### src/hw/rtl/sfdp_pkg.sv
// Shared constants and types for the starfield depth/projection block.
// No dependencies.
`timescale 1ns / 1ps

package sfdp_pkg;

  localparam int COORD_BITS_DEF      = 12;
  localparam int DEPTH_FRAC_BITS_DEF = 16;

  // velocity_step is Q0.24
  localparam int VEL_FRAC_BITS = 24;

  // quotient bits per divide; covers any screen extent (13-bit registers)
  localparam int QUOT_BITS = 13;

  localparam int APB_ADDR_W = 5;
  localparam int APB_DATA_W = 32;

  typedef enum logic [2:0] {
    REG_VELOCITY  = 3'd0,
    REG_MIN_STEP  = 3'd1,
    REG_SCREEN_W  = 3'd2,
    REG_SCREEN_H  = 3'd3,
    REG_GAIN      = 3'd4
  } reg_idx_t;

  localparam logic [15:0] VELOCITY_RST = 16'd5033;
  localparam logic [15:0] MIN_STEP_RST = 16'd66;
  localparam logic [12:0] SCREEN_W_RST = 13'd1280;
  localparam logic [12:0] SCREEN_H_RST = 13'd960;
  localparam logic [7:0]  GAIN_RST     = 8'd51;

endpackage

### src/hw/rtl/sfdp_div_pipe.sv
// Pipelined restoring divider, one quotient bit per stage, with overflow flag
// and a sideband field carried alongside. Depends on sfdp_pkg.
`timescale 1ns / 1ps

module sfdp_div_pipe import sfdp_pkg::*; #(
  parameter int NUM_W  = 32,
  parameter int DEN_W  = 17,
  parameter int QW     = QUOT_BITS,
  parameter int SIDE_W = 1
) (
  input  logic              clk,
  input  logic [QW-1:0]     en,
  input  logic [NUM_W-1:0]  num,
  input  logic [DEN_W-1:0]  den,
  input  logic [SIDE_W-1:0] side_in,
  output logic [QW-1:0]     quot,
  output logic              ovf,
  output logic [SIDE_W-1:0] side_out
);

  localparam int WW = ((NUM_W > DEN_W + QW) ? NUM_W : DEN_W + QW) + 1;

  logic [WW-1:0]     rem_r  [QW];
  logic [DEN_W-1:0]  den_r  [QW];
  logic [QW-1:0]     q_r    [QW];
  logic              ovf_r  [QW];
  logic [SIDE_W-1:0] side_r [QW];

  for (genvar i = 0; i < QW; i++) begin : g_stage
    logic [WW-1:0]     rem_in;
    logic [DEN_W-1:0]  den_in;
    logic [QW-1:0]     q_in;
    logic              ovf_in;
    logic [SIDE_W-1:0] side_i;
    logic [WW-1:0]     trial;
    logic [WW-1:0]     rem_nx;
    logic [QW-1:0]     q_nx;

    if (i == 0) begin : g_first
      assign rem_in = WW'(num);
      assign den_in = den;
      assign q_in   = '0;
      assign ovf_in = WW'(num) >= (WW'(den) << QW);
      assign side_i = side_in;
    end else begin : g_next
      assign rem_in = rem_r[i-1];
      assign den_in = den_r[i-1];
      assign q_in   = q_r[i-1];
      assign ovf_in = ovf_r[i-1];
      assign side_i = side_r[i-1];
    end

    assign trial = WW'(den_in) << (QW - 1 - i);

    always_comb begin
      rem_nx = rem_in;
      q_nx   = q_in;
      if (rem_in >= trial) begin
        rem_nx = rem_in - trial;
        q_nx[QW-1-i] = 1'b1;
      end
    end

    always_ff @(posedge clk) begin
      if (en[i]) begin
        rem_r[i]  <= rem_nx;
        den_r[i]  <= den_in;
        q_r[i]    <= q_nx;
        ovf_r[i]  <= ovf_in;
        side_r[i] <= side_i;
      end
    end
  end

  assign quot     = q_r[QW-1];
  assign ovf      = ovf_r[QW-1];
  assign side_out = side_r[QW-1];

endmodule

### config.mk
export PLATFORM = sky130hd
export DESIGN_NAME = sfdp_div_pipe
export DESIGN_NICKNAME = d
export VERILOG_FILES = /design/src/hw/rtl/sfdp_pkg.sv /design/src/hw/rtl/sfdp_div_pipe.sv
export SDC_FILE = /design/constraint.sdc
export NUM_CORES = 1
export LEC_CHECK = 0
export BUFFER_PORTS_ARGS = -buffer_cell sky130_fd_sc_hd__buf_2
export CAP_MARGIN = 10
export CELL_PAD_IN_SITES_DETAIL_PLACEMENT = 0
export CELL_PAD_IN_SITES_GLOBAL_PLACEMENT = 1
export CORE_MARGIN = 1
export CORE_UTILIZATION = 40
export CTS_BUF_LIST = sky130_fd_sc_hd__clkbuf_16
export DETAILED_ROUTE_END_ITERATION = 10
export GPL_TIMING_DRIVEN = 0
export PLACE_DENSITY = 0.66
export SLEW_MARGIN = 20
export SYNTH_ARGS = -nofsm -noshare
export SYNTH_HDL_FRONTEND = slang
export SYNTH_SLANG_ARGS = --single-unit
### constraint.sdc
create_clock -name clk -period 4.8 [get_ports clk]
set_input_delay 1.44 -clock clk [delete_from_list [all_inputs] [get_ports clk]]
set_output_delay 1.44 -clock clk [all_outputs]
set_load 0.02 [all_outputs]
==> impl.org <==
** Floorplanning
- The floorplan step defined a die boundary enclosing between 90,000 and 100,000 sq um.
- Row cnt :: 112
- Die Height :: between 300 and 400 um
- The initial utilization of the core area, before any placement, comes to 40.4%.
- The floorplan step defined a core boundary enclosing ~93,000 sq um.
- Boundary Pins :: 79
- In this run the horizontal extent of the chip is 309 um.

** Clock network
- Clock root buffer :: clkbuf_16
- Number of buffers created by CTS :: 81
- The number of setup buffers added after CTS is 0.
- Clock-pin slew was measured on the worst setup and hold paths at ~60 ps.
- Once the clock tree was built, the resizer swapped 0 gates to a different size.
- CTS H-tree lvls :: 3
- The clock passes through at most 3 buffers.
- CTS saw ~720 sinks.
- TritonCTS built the clock tree.
- Insertion delay to the later sink of the worst-skew pair :: 640 ps
- Post-CTS Hold Fix Bufs :: 0

** Setup path
- On the worst path, the slowest cell contributes a delay of roughly 680 ps.
- STA puts the critical path data required time at between 5000 and 6000 ps.
- The cell that appears most often on the critical path is a21oi_1.
- The signal on the critical path passes through inv_1, ha_1, a21o_1, a21oi_1, a21oi_1, o311ai_0, o21ai_1, a31oi_2, clkbuf_1, nand2_1, o21ai_0.
- STA classifies the critical path endpoint as a register.
- For the worst flop-to-flop path, the logic depth is 11.
- In this run the critical register-to-register path is captured at rem_r[0][86].
- Largest fanout on the critical path :: 10
- Worst R2R Setup Slack :: 660 ps
- The worst setup path is of the reg -> reg kind.
- On the critical path, the stage with the largest delay is an instance of o311ai_0.
- Launching point of the worst reg2reg path :: den_r[0][20]
- STA puts the critical path data arrival time at 4530 ps.
- Buf+Inv Stages, Crit Path :: 2
- STA classifies the critical path startpoint as a register.
- Largest delay contributor family on the critical path :: compound AO/OA/AOI/OAI gates

** Timing
- The hold violation total from the final report came to 0.
- Headroom to the max-slew limit came out at 27.5%.
- Unrepaired setup endpoints after global routing :: false
- Final-report setup violation count :: 0
- The max-slew violation count is 0.
- Share of the clock period used by the worst path after layout :: ~86%
- The worst path meets setup with 655 ps of slack.
- Clock skew on the completed layout was measured at between 15 and 20 ps.
- The worst path needs between 4000 and 5000 ps of the cycle, external delays included.
- For this run, the top clock speed supported by timing is 241 MHz.
- Adding up every negative setup slack in the final design gives 0 ps.
- At the pin with the least slew margin, the transition time is between 1000 and 1500 ps.

** Final layout
- The post-route netlist has under 10% of its cells at a drive strength greater than 1.
- Diode insertion count for antenna repair :: 0
- Summing all non-filler instances in the final layout gives an area of ~42,000 sq um.
- Leading cell type in the layout, fill and taps excluded :: edfxtp_1
- Leaving out fill and tap cells, the most frequent cells in the layout are edfxtp_1, inv_1, ha_1.
- For this run, the post-layout net count is approximately 3,700.
- Area added between synthesis and finish :: 12.0%
- FILL cells :: between 8,000 and 9,000

** Global routing
- Total congestion overflow after global routing :: 0
- For met2 alone, demand over resource in global routing was roughly 37%.
- For met1 alone, demand over resource in global routing was 19.6%.
- Number of antenna violations at the first check in global routing :: 0
- Largest net degree at the start of global routing :: 65
- Total routing usage reported by global routing :: 19.1%
- After global routing, the most crowded layer is met2.
- GR met3 Demand/Resource :: ~2.7%
- Global-route wire length before repair :: roughly 140,000 um
- Number of global-route vias before repair :: 25,822

** Yosys
- Biggest area consumer among synthesized cells :: edfxtp_1
- After synthesis, the largest area contributor takes up ~57% of total cell area.
- The share of the Yosys chip area taken by registers is 57.1%.
- Proportion of synthesized flip-flops having asynchronous set or reset :: 0%
- In the post-synthesis netlist, the biggest area contributors are edfxtp_1, ha_1, a21oi_1, xnor2_1, xor2_1.
- Dominant register cell in the synthesized netlist :: edfxtp_1
- Gate count of the mapped netlist :: between 3,000 and 4,000
- Yosys mapped the design onto just over 90 distinct sky130hd cell types.
- Post-Syn Area per Cell :: between 10 and 15 sq um
- Counting flops with a built-in enable in the synthesized netlist gives a little over 700.
- Synthesized netlist net count :: approximately 3,500
- Flops & latches, synth :: 717
- Summing every instance area after synthesis gives 37,700 sq um.
- For this run, the number of Yosys warnings is 0.

** Hold path
- Source of the worst hold timing path :: ovf_r[5][1]
- Cell depth of the worst min-delay path :: 0
- The worst hold path belongs to the class reg -> reg.
- Hold Path End :: ovf_r[6][0]

** Routing
- The routed design has roughly 90,000 um of wire.
- The first detailed-routing pass ran for 5 iterations.
- After detailed routing, the number of vias per cell comes to roughly 5.3.
- Routed wire per std cell :: about 19 um
- Total DRC errors in the routed layout :: 0
- After the first detailed-routing iteration, the DRC count stood at 1,443.
- Vias after detailed routing :: 24,890
- Antenna viol nets, final :: 0

** Placed design
- Placement-stage cell area :: 39,700 sq um
- Setup slack after placement :: 46.6 ps
- Detailed placement HPWL :: 71,600 um
- Port buffering added 78 buffers.
- RePlAce Congestion :: between 0.9 and 1

** Status
- Result of the run :: complete, no violations

** Power and ir drop
- Total power draw :: about 23,000 uW
- The analysis attributes to cell leakage a power of approximately 0.016 uW.
- Dividing total power by cell area gives a power density of ~540 nW/um^2.
- The worst-case IR drop observed on VDD is 0.236 mV.

** Job
- Across the run, the number of max-cap violations was 0.
-- synth_stat cells (11+ instances only) --
cell	instances
nor4_1	40
nand4_1	36
o21bai_1	15
ha_1	238
mux2_2	36
inv_1	286
a21o_1	70
xnor2_1	131
nand2b_1	33
nand3_1	52
o21a_1	44
nor3_1	78
a311oi_1	11
nor2_1	225
or3_1	26
and3_1	24
buf_2	12
or4_1	13
o31ai_1	25
o211ai_1	19
nor2b_1	38
a31o_2	11
xor2_1	131
fa_1	12
a31oi_1	25
a211oi_1	20
clkbuf_1	39
nand2_1	224
nor4b_1	11
or2_2	14
edfxtp_1	717
o21ai_0	172
a21oi_1	230
-- per-stage QoR --
| stage | std cells | util [%] | hold WS, ps |
|---|---|---|---|
| 6_report | 4683 | 45.3 | 413 |
| 5_1_grt | 4683 | 45.3 | 414 |
| 4_1_cts | 4683 | 45.3 | 412 |
| 3_5_place_dp | 4540 | 42.5 | 405 |
| 3_3_place_gp | 4539 | 42.5 | 402 |
| 2_1_floorplan | 3207 | - | 400 |
-- metal layers --
layer,vias to the layer above,share of wire (%)
met5,-,0
met4,0,4.4
met3,214,3.0
met2,495,55
met1,11994,38
li1,12187,-
-- worst reg2reg max path: stages (launching register included) --
cell	delay [ps]
edfxtp_1	400
inv_1	60
ha_1	330
a21o_1	200
a21oi_1	270
a21oi_1	140
o311ai_0	680
o21ai_1	260
a31oi_2	670
clkbuf_1	560
nand2_1	110
o21ai_0	200
-- worst max path at each step --
stage / startpoint / to / slack [ps] / cells past startpoint
floorplan: den[1] / rem_r[0][12] / 930 / 11
global placement: den[1] / rem_r[0][27] / 60 / 13
detailed placement: den[1] / rem_r[0][27] / 50 / 13
CTS: rem_r[1][71] / rem_r[1][117] / 580 / 12
global route: rem_r[1][71] / rem_r[1][116] / 340 / 12
finish: den_r[0][20] / rem_r[0][86] / 660 / 11
-- power by group --
part | internal (uW) | switching (uW) | leakage (uW) | total (uW)
Combinational | 3060 | 4150 | 0.00800 | 7220
Clock | 3440 | 2460 | 0.00131 | 5910
Sequential | 8600 | 907 | 0.00692 | 9500
-- logic make-up (layout without fill, tap and decap cells) --
logic type | count (synthesis) | count (layout) | share of synthesized area, %
simple gates | 863 | 863 | 11.3
compound gates | 728 | 728 | 12.2
flops | 717 | 717 | 57.1
buf+inv | 344 | 566 | 3.49
xor+xnor | 262 | 262 | 6.09
fa+ha+maj | 250 | 250 | 8.54
mux | 43 | 43 | 1.27
-- state kept, by name, summed over array words and instances, names as in the netlist --
| signal | cells |
|---|---|
| side_r | 13 |
| ovf_r | 13 |
| rem_r | 396 |
| den_r | 204 |
| q_r | 91 |
-- area by class of cell --
cell class                      count  area, sq um  share of cell area (%)
Buffer                             56          233                   0.551
Multi-Input combinational cell   2146        14900                    35.2
Clock buffer                       81         2030                    4.80
Tap cell                         1254         1570                    3.71
Inverter                          288         1080                    2.57
Timing Repair Buffer               79          428                    1.01
Clock inverter                     62          503                    1.19
Sequential cell                   717        21500                    51.0
No activity file was read; power rests on OpenSTA's default activity.
